===== config.mk =====
export PLATFORM = sky130hd
export DESIGN_NAME = iir_biquad_cascade_df2t_core
export DESIGN_NICKNAME = d
export VERILOG_FILES = /design/src/rtl/ibc_pkg.sv /design/src/rtl/iir_biquad_cascade_df2t_core.sv
export VERILOG_INCLUDE_DIRS = /design/src /design/src/rtl
export SDC_FILE = /design/constraint.sdc
export NUM_CORES = 2
export LEC_CHECK = 0
export BUFFER_PORTS_ARGS = -buffer_cell sky130_fd_sc_hd__buf_2
export CAP_MARGIN = 20
export CORE_ASPECT_RATIO = 0.8
export CORE_MARGIN = 3
export CORE_UTILIZATION = 60
export DETAILED_ROUTE_END_ITERATION = 10
export GPL_ROUTABILITY_DRIVEN = 0
export PLACE_DENSITY = 0.78
export SLEW_MARGIN = 20
export SYNTH_ARGS = -nofsm -noshare
export SYNTH_HDL_FRONTEND = slang
export SYNTH_SLANG_ARGS = --single-unit

===== constraint.sdc =====
create_clock -name clock -period 14.9 [get_ports clock]
set_input_delay 2.98 -clock clock [delete_from_list [all_inputs] [get_ports clock]]
set_output_delay 2.98 -clock clock [all_outputs]
set_load 0.05 [all_outputs]

===== src/rtl/iir_biquad_cascade_df2t_core_defines.svh =====
`ifndef IIR_BIQUAD_CASCADE_DF2T_CORE_DEFINES_SVH
`define IIR_BIQUAD_CASCADE_DF2T_CORE_DEFINES_SVH

// same-cycle implication check
`define IBC_ASSERT_NOW(label, clk, rst, cond, conseq) \
   label: assert property (@(posedge clk) disable iff (rst) (cond) |-> (conseq)) \
      else $error("ibc check failed");

// next-cycle implication check
`define IBC_ASSERT_NEXT(label, clk, rst, cond, conseq) \
   label: assert property (@(posedge clk) disable iff (rst) (cond) |=> (conseq)) \
      else $error("ibc check failed");

`endif


===== src/rtl/ibc_pkg.sv =====
`timescale 1ns / 1ps
`default_nettype none

package ibc_pkg;

   localparam int SECTIONS_DEFAULT       = 4;
   localparam int COEF_FRAC_BITS_DEFAULT = 14;

   localparam int SAMPLE_W    = 16;
   localparam int COEF_W      = 18;
   localparam int SIG_W       = 40;
   localparam int PROD_W      = COEF_W + SIG_W;
   localparam int COEF_SLOTS  = 5;
   localparam int SLOT_W      = 3;
   localparam int SECTION_W   = 4;
   localparam int BIT_CNT_W   = $clog2(COEF_W);

   localparam logic [SLOT_W-1:0] SLOT_B0 = 3'd0;
   localparam logic [SLOT_W-1:0] SLOT_B1 = 3'd1;
   localparam logic [SLOT_W-1:0] SLOT_B2 = 3'd2;
   localparam logic [SLOT_W-1:0] SLOT_A1 = 3'd3;
   localparam logic [SLOT_W-1:0] SLOT_A2 = 3'd4;

   localparam logic MODE_FILTER = 1'b0;
   localparam logic MODE_COEF   = 1'b1;

   typedef enum logic [2:0] {
      ST_IDLE,
      ST_FETCH,
      ST_LOAD,
      ST_MUL,
      ST_ACCUM,
      ST_DONE
   } state_type;

   // order of the products inside one section
   typedef enum logic [2:0] {
      STEP_B0,
      STEP_B1,
      STEP_A1,
      STEP_B2,
      STEP_A2
   } step_type;

   function automatic logic [SLOT_W-1:0] slot_of(input step_type step);
      logic [SLOT_W-1:0] slot;
      case (step)
         STEP_B0: slot = SLOT_B0;
         STEP_B1: slot = SLOT_B1;
         STEP_A1: slot = SLOT_A1;
         STEP_B2: slot = SLOT_B2;
         STEP_A2: slot = SLOT_A2;
         default: slot = SLOT_B0;
      endcase
      return slot;
   endfunction

endpackage

`default_nettype wire


===== src/rtl/iir_biquad_cascade_df2t_core.sv =====
// a sample steps FETCH, LOAD, MUL, ACCUM per product, then DONE until its response loads
// each section runs five products through one bit-serial shift-add multiplier
// a new sample is not taken before the last is through; req_stall is high outside IDLE
// coefficient writes are taken one per cycle while the core is idle and give no response
// reset is synchronous; it clears control and the per-entry valid bits of both
// stores, so every coefficient and delay reads zero until written (no clearing pass)
`timescale 1ns / 1ps
`default_nettype none
`include "iir_biquad_cascade_df2t_core_defines.svh"

module iir_biquad_cascade_df2t_core
   import ibc_pkg::*;
#(
   parameter int SECTIONS       = SECTIONS_DEFAULT,
   parameter int COEF_FRAC_BITS = COEF_FRAC_BITS_DEFAULT
) (
   input  wire                        clock,
   input  wire                        reset,

   input  wire                        req_valid,
   output logic                       req_stall,
   input  wire                        req_mode,
   input  wire signed [SAMPLE_W-1:0]  req_sample_in,
   input  wire        [SECTION_W-1:0] req_coef_section,
   input  wire        [SLOT_W-1:0]    req_coef_slot,
   input  wire signed [COEF_W-1:0]    req_coef_value,

   output logic                       rsp_valid,
   input  wire                        rsp_stall,
   output logic signed [SAMPLE_W-1:0] rsp_sample_out,
   output logic                       rsp_clipped
);

   localparam int COEF_DEPTH  = COEF_SLOTS * SECTIONS;
   localparam int DELAY_DEPTH = 2 * SECTIONS;
   localparam int CA_W        = $clog2(COEF_DEPTH);
   localparam int DA_W        = $clog2(DELAY_DEPTH);
   localparam int SEC_W       = (SECTIONS > 1) ? $clog2(SECTIONS) : 1;
   localparam int SUM_W       = PROD_W - COEF_FRAC_BITS + 2;
   localparam int RND_W       = SIG_W + 1;

   localparam logic signed [RND_W-1:0] OUT_MAX = RND_W'(32767);
   localparam logic signed [RND_W-1:0] OUT_MIN = -RND_W'(32768);

   // saturate a wide sum to the signal range
   function automatic logic signed [SIG_W-1:0] sat_sig(input logic signed [SUM_W-1:0] v);
      logic signed [SIG_W-1:0] r;
      if (&v[SUM_W-1:SIG_W-1] || ~|v[SUM_W-1:SIG_W-1]) begin
         r = v[SIG_W-1:0];
      end else if (v[SUM_W-1]) begin
         r = {1'b1, {(SIG_W-1){1'b0}}};
      end else begin
         r = {1'b0, {(SIG_W-1){1'b1}}};
      end
      return r;
   endfunction

   state_type state_ff, state_in;
   step_type  step_ff;

   logic [SEC_W-1:0]     sec_ff;
   logic [BIT_CNT_W-1:0] bit_cnt_ff;

   logic signed [SIG_W-1:0]  x_ff;
   logic signed [SIG_W-1:0]  y_ff;
   logic signed [SUM_W-1:0]  sum_ff;
   logic signed [PROD_W-1:0] acc_ff;
   logic        [PROD_W-1:0] mcand_ff;
   logic        [COEF_W-1:0] mplier_ff;

   logic signed [COEF_W-1:0] coef_mem [COEF_DEPTH];
   logic        [COEF_DEPTH-1:0] coef_vld_ff;
   logic signed [COEF_W-1:0] coef_rd_ff;
   logic                     coef_rd_vld_ff;

   logic signed [SIG_W-1:0] delay_mem [DELAY_DEPTH];
   logic        [DELAY_DEPTH-1:0] delay_vld_ff;
   logic signed [SIG_W-1:0] delay_rd_ff;
   logic                    delay_rd_vld_ff;

   logic                       rsp_valid_ff;
   logic signed [SAMPLE_W-1:0] rsp_sample_out_ff;
   logic                       rsp_clipped_ff;

   logic req_take, start, coef_we, rsp_load, delay_we, mul_last;
   logic [CA_W-1:0] coef_wr_addr, coef_rd_addr;
   logic [DA_W-1:0] delay_rd_addr, delay_wr_addr;

   logic signed [PROD_W-1:0] acc_in;
   logic        [PROD_W-1:0] addend;
   logic signed [PROD_W-1:0] acc_shift;
   logic signed [SUM_W-1:0]  term;
   logic signed [SUM_W-1:0]  delay_ext;
   logic signed [SIG_W-1:0]  mul_src;
   logic signed [SIG_W-1:0]  delay_wr_data;
   logic signed [RND_W-1:0]  rnd;
   logic signed [RND_W-1:0]  trunc_y;
   logic signed [SAMPLE_W-1:0] out_sample;
   logic                       out_clip;

   // next state
   always_comb begin
      state_in = state_ff;
      case (state_ff)
         ST_IDLE: begin
            if (req_valid && req_mode == MODE_FILTER) state_in = ST_FETCH;
         end
         ST_FETCH: state_in = ST_LOAD;
         ST_LOAD:  state_in = ST_MUL;
         ST_MUL: begin
            if (mul_last) state_in = ST_ACCUM;
         end
         ST_ACCUM: begin
            if (step_ff == STEP_A2 && sec_ff == SEC_W'(SECTIONS - 1)) begin
               state_in = ST_DONE;
            end else begin
               state_in = ST_FETCH;
            end
         end
         ST_DONE: begin
            if (!rsp_valid_ff || !rsp_stall) state_in = ST_IDLE;
         end
         default: state_in = ST_IDLE;
      endcase
   end

   // control outputs
   always_comb begin
      req_stall = (state_ff != ST_IDLE);
      req_take  = req_valid && !req_stall;
      start     = req_take && req_mode == MODE_FILTER;
      coef_we   = req_take && req_mode == MODE_COEF
                  && ({1'b0, req_coef_section} < (SECTION_W + 1)'(SECTIONS))
                  && req_coef_slot <= SLOT_A2;
      delay_we  = (state_ff == ST_ACCUM) && (step_ff == STEP_A1 || step_ff == STEP_A2);
      rsp_load  = (state_ff == ST_DONE) && (!rsp_valid_ff || !rsp_stall);
      mul_last  = (bit_cnt_ff == BIT_CNT_W'(COEF_W - 1));
   end

   // addressing
   always_comb begin
      coef_wr_addr  = CA_W'(32'(req_coef_section) * COEF_SLOTS + 32'(req_coef_slot));
      coef_rd_addr  = CA_W'(32'(sec_ff) * COEF_SLOTS + 32'(slot_of(step_ff)));
      delay_rd_addr = DA_W'(32'(sec_ff) * 2 + ((step_ff == STEP_B0) ? 0 : 1));
      delay_wr_addr = DA_W'(32'(sec_ff) * 2 + ((step_ff == STEP_A1) ? 0 : 1));
   end

   // datapath arithmetic
   always_comb begin
      // sign bit of the coefficient has negative weight
      if (!mplier_ff[0]) begin
         addend = '0;
      end else if (mul_last) begin
         addend = ~mcand_ff;
      end else begin
         addend = mcand_ff;
      end
      acc_in = acc_ff + $signed(addend)
               + PROD_W'(mplier_ff[0] && mul_last);

      acc_shift = acc_ff >>> COEF_FRAC_BITS;
      term      = acc_shift[SUM_W-1:0];
      delay_ext = delay_rd_vld_ff
                  ? {{(SUM_W - SIG_W){delay_rd_ff[SIG_W-1]}}, delay_rd_ff} : '0;
      mul_src   = (step_ff inside {STEP_A1, STEP_A2}) ? y_ff : x_ff;
      delay_wr_data = sat_sig(sum_ff - term);

      // divide by 2^F rounding toward zero, then clamp to 16 bit
      rnd = {y_ff[SIG_W-1], y_ff}
            + (y_ff[SIG_W-1] ? RND_W'((1 << COEF_FRAC_BITS) - 1) : '0);
      trunc_y = rnd >>> COEF_FRAC_BITS;
      if (trunc_y > OUT_MAX) begin
         out_sample = 16'sh7fff;
         out_clip   = 1'b1;
      end else if (trunc_y < OUT_MIN) begin
         out_sample = 16'sh8000;
         out_clip   = 1'b1;
      end else begin
         out_sample = trunc_y[SAMPLE_W-1:0];
         out_clip   = 1'b0;
      end
   end

   // control registers
   always_ff @(posedge clock) begin
      if (reset) begin
         state_ff     <= ST_IDLE;
         step_ff      <= STEP_B0;
         sec_ff       <= '0;
         bit_cnt_ff   <= '0;
         coef_vld_ff  <= '0;
         delay_vld_ff <= '0;
         rsp_valid_ff <= 1'b0;
      end else begin
         state_ff <= state_in;
         if (coef_we) coef_vld_ff[coef_wr_addr] <= 1'b1;
         if (delay_we) delay_vld_ff[delay_wr_addr] <= 1'b1;
         if (start) begin
            step_ff <= STEP_B0;
            sec_ff  <= '0;
         end else if (state_ff == ST_ACCUM) begin
            case (step_ff)
               STEP_B0: step_ff <= STEP_B1;
               STEP_B1: step_ff <= STEP_A1;
               STEP_A1: step_ff <= STEP_B2;
               STEP_B2: step_ff <= STEP_A2;
               STEP_A2: begin
                  step_ff <= STEP_B0;
                  if (sec_ff != SEC_W'(SECTIONS - 1)) sec_ff <= sec_ff + 1'b1;
               end
               default: step_ff <= STEP_B0;
            endcase
         end
         if (state_ff == ST_LOAD) begin
            bit_cnt_ff <= '0;
         end else if (state_ff == ST_MUL) begin
            bit_cnt_ff <= bit_cnt_ff + 1'b1;
         end
         if (rsp_load) begin
            rsp_valid_ff <= 1'b1;
         end else if (!rsp_stall) begin
            rsp_valid_ff <= 1'b0;
         end
      end
   end

   // memories
   always_ff @(posedge clock) begin
      if (coef_we) coef_mem[coef_wr_addr] <= req_coef_value;
      coef_rd_ff     <= coef_mem[coef_rd_addr];
      coef_rd_vld_ff <= coef_vld_ff[coef_rd_addr];
      if (delay_we) delay_mem[delay_wr_addr] <= delay_wr_data;
      delay_rd_ff     <= delay_mem[delay_rd_addr];
      delay_rd_vld_ff <= delay_vld_ff[delay_rd_addr];
   end

   // payload registers
   always_ff @(posedge clock) begin
      if (start) begin
         x_ff <= {{(SIG_W - SAMPLE_W - COEF_FRAC_BITS){req_sample_in[SAMPLE_W-1]}},
                  req_sample_in, {COEF_FRAC_BITS{1'b0}}};
      end else if (state_ff == ST_ACCUM && step_ff == STEP_A2) begin
         x_ff <= y_ff;
      end

      if (state_ff == ST_LOAD) begin
         acc_ff    <= '0;
         mcand_ff  <= {{(PROD_W - SIG_W){mul_src[SIG_W-1]}}, mul_src};
         mplier_ff <= coef_rd_vld_ff ? coef_rd_ff : '0;
      end else if (state_ff == ST_MUL) begin
         acc_ff    <= acc_in;
         mcand_ff  <= {mcand_ff[PROD_W-2:0], 1'b0};
         mplier_ff <= {1'b0, mplier_ff[COEF_W-1:1]};
      end

      if (state_ff == ST_ACCUM) begin
         case (step_ff)
            STEP_B0: y_ff   <= sat_sig(term + delay_ext);
            STEP_B1: sum_ff <= term + delay_ext;
            STEP_B2: sum_ff <= term;
            default: sum_ff <= sum_ff;
         endcase
      end

      if (rsp_load) begin
         rsp_sample_out_ff <= out_sample;
         rsp_clipped_ff    <= out_clip;
      end
   end

   assign rsp_valid      = rsp_valid_ff;
   assign rsp_sample_out = rsp_sample_out_ff;
   assign rsp_clipped    = rsp_clipped_ff;

   `IBC_ASSERT_NEXT(a_start_section0, clock, reset, start,
      state_ff == ST_FETCH && sec_ff == '0 && step_ff == STEP_B0)
   `IBC_ASSERT_NEXT(a_mul_starts_clean, clock, reset, state_ff == ST_LOAD,
      state_ff == ST_MUL && bit_cnt_ff == '0)
   `IBC_ASSERT_NOW(a_clip_at_rail, clock, reset, rsp_valid_ff && rsp_clipped_ff,
      rsp_sample_out_ff == 16'sh7fff || rsp_sample_out_ff == 16'sh8000)

endmodule

`default_nettype wire

==> results.ini <==
[run_status]
outcome = finished, final reports clean

[sta]
fmax_mhz = 168
fin_crit_sh = 0.399
grt_setup_unrepaired = no
relSlewSlack = 0.263
fin_skew_ps = 60.9
fin_setup_tns_ps = 0
fin_ws_ps = 8950
min_period_ps = 5950
finalMaxSlewViolations = 0
finalSetupViolCount = 0
tightest_slew_ps = 1100
hold_viol = 0

[synthesis]
avgSynthCellArea_sq_um = 13.5
yosysUniqueCellTypes = 88
yosys-top-cells-area = edfxtp_1, mux4_2, dfxtp_1
synth-main-ff-cell = edfxtp_1
yosys.area_share.xor_xnor = 0.0376
synth.top_cell.area_share = 0.531
synth_fp_nets = 3947
synth-adder-area-share = 0.0471
async_flop_share = 0
yosysMostFrequentCell = edfxtp_1
muxShareOfSynthArea = 0.102
synth-edff-count = 885
synthTopCellsByCount = edfxtp_1, nand2_1, a21oi_1
yosysTopAreaCell = edfxtp_1
yosys.area_share.simple = 0.0848
synth_area_sq_um = 50100
ys_ff_latch = 1059
syn_inst = 3716
yosysWarningCount = 0
synth_compound_area_frac = 0.106
synth_top_family_by_area = compound AO/OA/AOI/OAI gates
synth-seq-area-share = 0.600

[worst_setup_path]
path_cells = ha_1 -> nor4bb_4 -> buf_4 -> buf_4 -> xor2_1 -> and2_1 -> fa_1 -> a211o_1 -> o211ai_1 -> a21oi_1 -> a221oi_2 -> o41ai_1 -> o211ai_1 -> a211oi_1 -> o31a_1 -> o21ai_1 -> or4_1 -> nand3_1
worst_setup_path_end_kind = flop
cp_top_family = compound AO/OA/AOI/OAI gates
slowest_stage = a211oi_1
start_kind = flop
worstSetupPathType = flop to flop
cp_data_required_time_ps = 15520
path_buf_inv = 2
arrival_ps = 6570
cpPeakStageDelay_ps = 690
r2r_setup_slack_ps = 8950
cp_max_fo = 44

[clocking]
post_cts_resized = 0
cts_buffer_depth = 3
cts_tree = built
clkLatencyLatePin_ps = 690
numCtsBuffers = 100
hold_buffers = 0
clk_pin_slew_ps = 60
cts_root_buf = clkbuf_16
htree_levels = 3
cts.sinks = 1059
postCtsSetupBuffers = 0

[pwr]
pwr_density_cell_nw_per_um2 = 142
leakagePower_nw = 19.9
p_comb_frac = 0.189
peakVddDrop_mv = 0.104
sw_frac_of_total = 0.286
p_int_mw = 5.59
power.total_mw = 7.83
power.switching_mw = 2.24
seqPwrFrac = 0.471
clockPowerShare = 0.340

[min_path]
hold_class = flop to flop

[grt]
use_met1 = 0.407
grt_pass1_wl_mm = 191
grt_usage = 0.290
grt_max_degree = 93
grt_pass1_vias = 31000
grtUsageMet3 = 0.0522
antenna_found_initial = 8
grt_util_met2 = 0.465
grt-ovfl-total = 0
grt_busiest_layer = met2

[die]
coreArea_sq_um = 82400
die_area_sq_um = 87000
die_w_um = 329
die-height_um = 264
initial_core_util = 0.607
io_pins = 65
rows = 94

[drt]
wl_mm = 126
final_antenna_net_count = 0
dr_total_vias = 32000
vias_per_cell = 6.48
drcViolationCount = 0
first_pass_iters = 6
drtIter0Drc = 3248
avgRoutedWirePerCell_um = 25.5

[cells_and_area]
synthToLayoutAreaGrowth_pct = 9.91
final_nets = 3974
drive_above_1_share = 0.149

[place]
io_buffer_count = 64
place_ws_ps = 8690
hpwl_mm = 82.1

[job]
maxCapViolCount = 0

## layout by cell type (no fill, tap or decap), drive strengths merged, types with 13 or more instances in the layout
cell type,n
a211oi,22
a21o,104
a21oi,237
a22o,32
a31oi,18
and2,108
and3,36
buf,108
clkbuf,146
clkinv,29
dfxtp,174
edfxtp,885
ha,179
inv,97
mux2,19
mux2i,48
mux4,195
nand2,357
nand2b,24
nand3,74
nand4,31
nor2,178
nor2b,22
nor3,32
o211ai,20
o21a,35
o21ai,192
o21bai,22
o22ai,38
o31ai,13
xnor2,85
xor2,130
## sequential cells by signal, indices dropped and copies added, names as in the netlist, 2 cells and up
signal          flops
acc_ff             58
bit_cnt_ff          5
coef_mem          360
coef_rd_ff         18
coef_vld_ff        20
delay_mem         320
delay_rd_ff        40
delay_vld_ff        8
mcand_ff           58
mplier_ff          18
rsp_sample_out     16
sec_ff              2
state_ff            3
step_ff             3
sum_ff             46
x_ff               40
y_ff               40
## worst paths after layout
path | endpoint | cells after the start | start
setup / recovery | acc_ff[56] | 18 | bit_cnt_ff[0]
hold / removal | acc_ff[6] | 2 | acc_ff[6]
setup reg to reg | acc_ff[56] | 18 | bit_cnt_ff[0]
hold reg to reg | acc_ff[6] | 2 | acc_ff[6]
## final cells by class
| cell class | instances | area (sq um) |
|---|---|---|
| clock inverter | 44 | 584 |
| fill | 5648 | 27400 |
| timing repair buffer | 108 | 673 |
| multi-input combinational | 2380 | 19100 |
| antenna | 1 | 2.50 |
| clock buffer | 146 | 2850 |
| inverter | 94 | 355 |
| tap | 1104 | 1380 |
| sequential | 1059 | 30100 |
## kinds of logic after synthesis
family	Yosys count
flip-flops	1059
AND/OR/NAND/NOR	907
AO/OA/AOI/OAI	811
buffers and inverters	277
multiplexers	262
XOR/XNOR	215
adder cells (fa/ha/maj)	185
## metrics by stage
stage,util,std cells,cell area (sq um),hold WS [ps]
global placement,0.625,4742,51500,440
finish,0.667,4936,55000,466
CTS,0.667,4934,55000,465
floorplan,-,3716,50100,425
detailed placement,0.625,4744,51500,451
global route,0.667,4935,55000,483
## layer usage
layer	part of all wire	vias to the layer above
met3	0.086	298
met5	0.00021	-
met1	0.40	15900
met4	0.035	4
met2	0.48	1557
li1	-	14200
## power by group through the flow
| stage | Sequential [mW] | Combinational, mW | Clock, mW |
|---|---|---|---|
| global placement | 3.75 | 1.41 | 0 |
| floorplan | 3.72 | 1.05 | 0 |
| finish | 3.69 | 1.48 | 2.66 |
| detailed placement | 3.75 | 1.45 | 0 |
| global route | 3.69 | 1.63 | 2.80 |
| CTS | 3.69 | 1.47 | 2.69 |
## tightest hold or removal path: cells and delay by family (launching register included)
family,cells,cell delay [ps]
AND/OR/NAND/NOR,1,50
AO/OA/AOI/OAI,1,60
flip-flops,1,330
No activity file was read; power rests on OpenSTA's default activity.
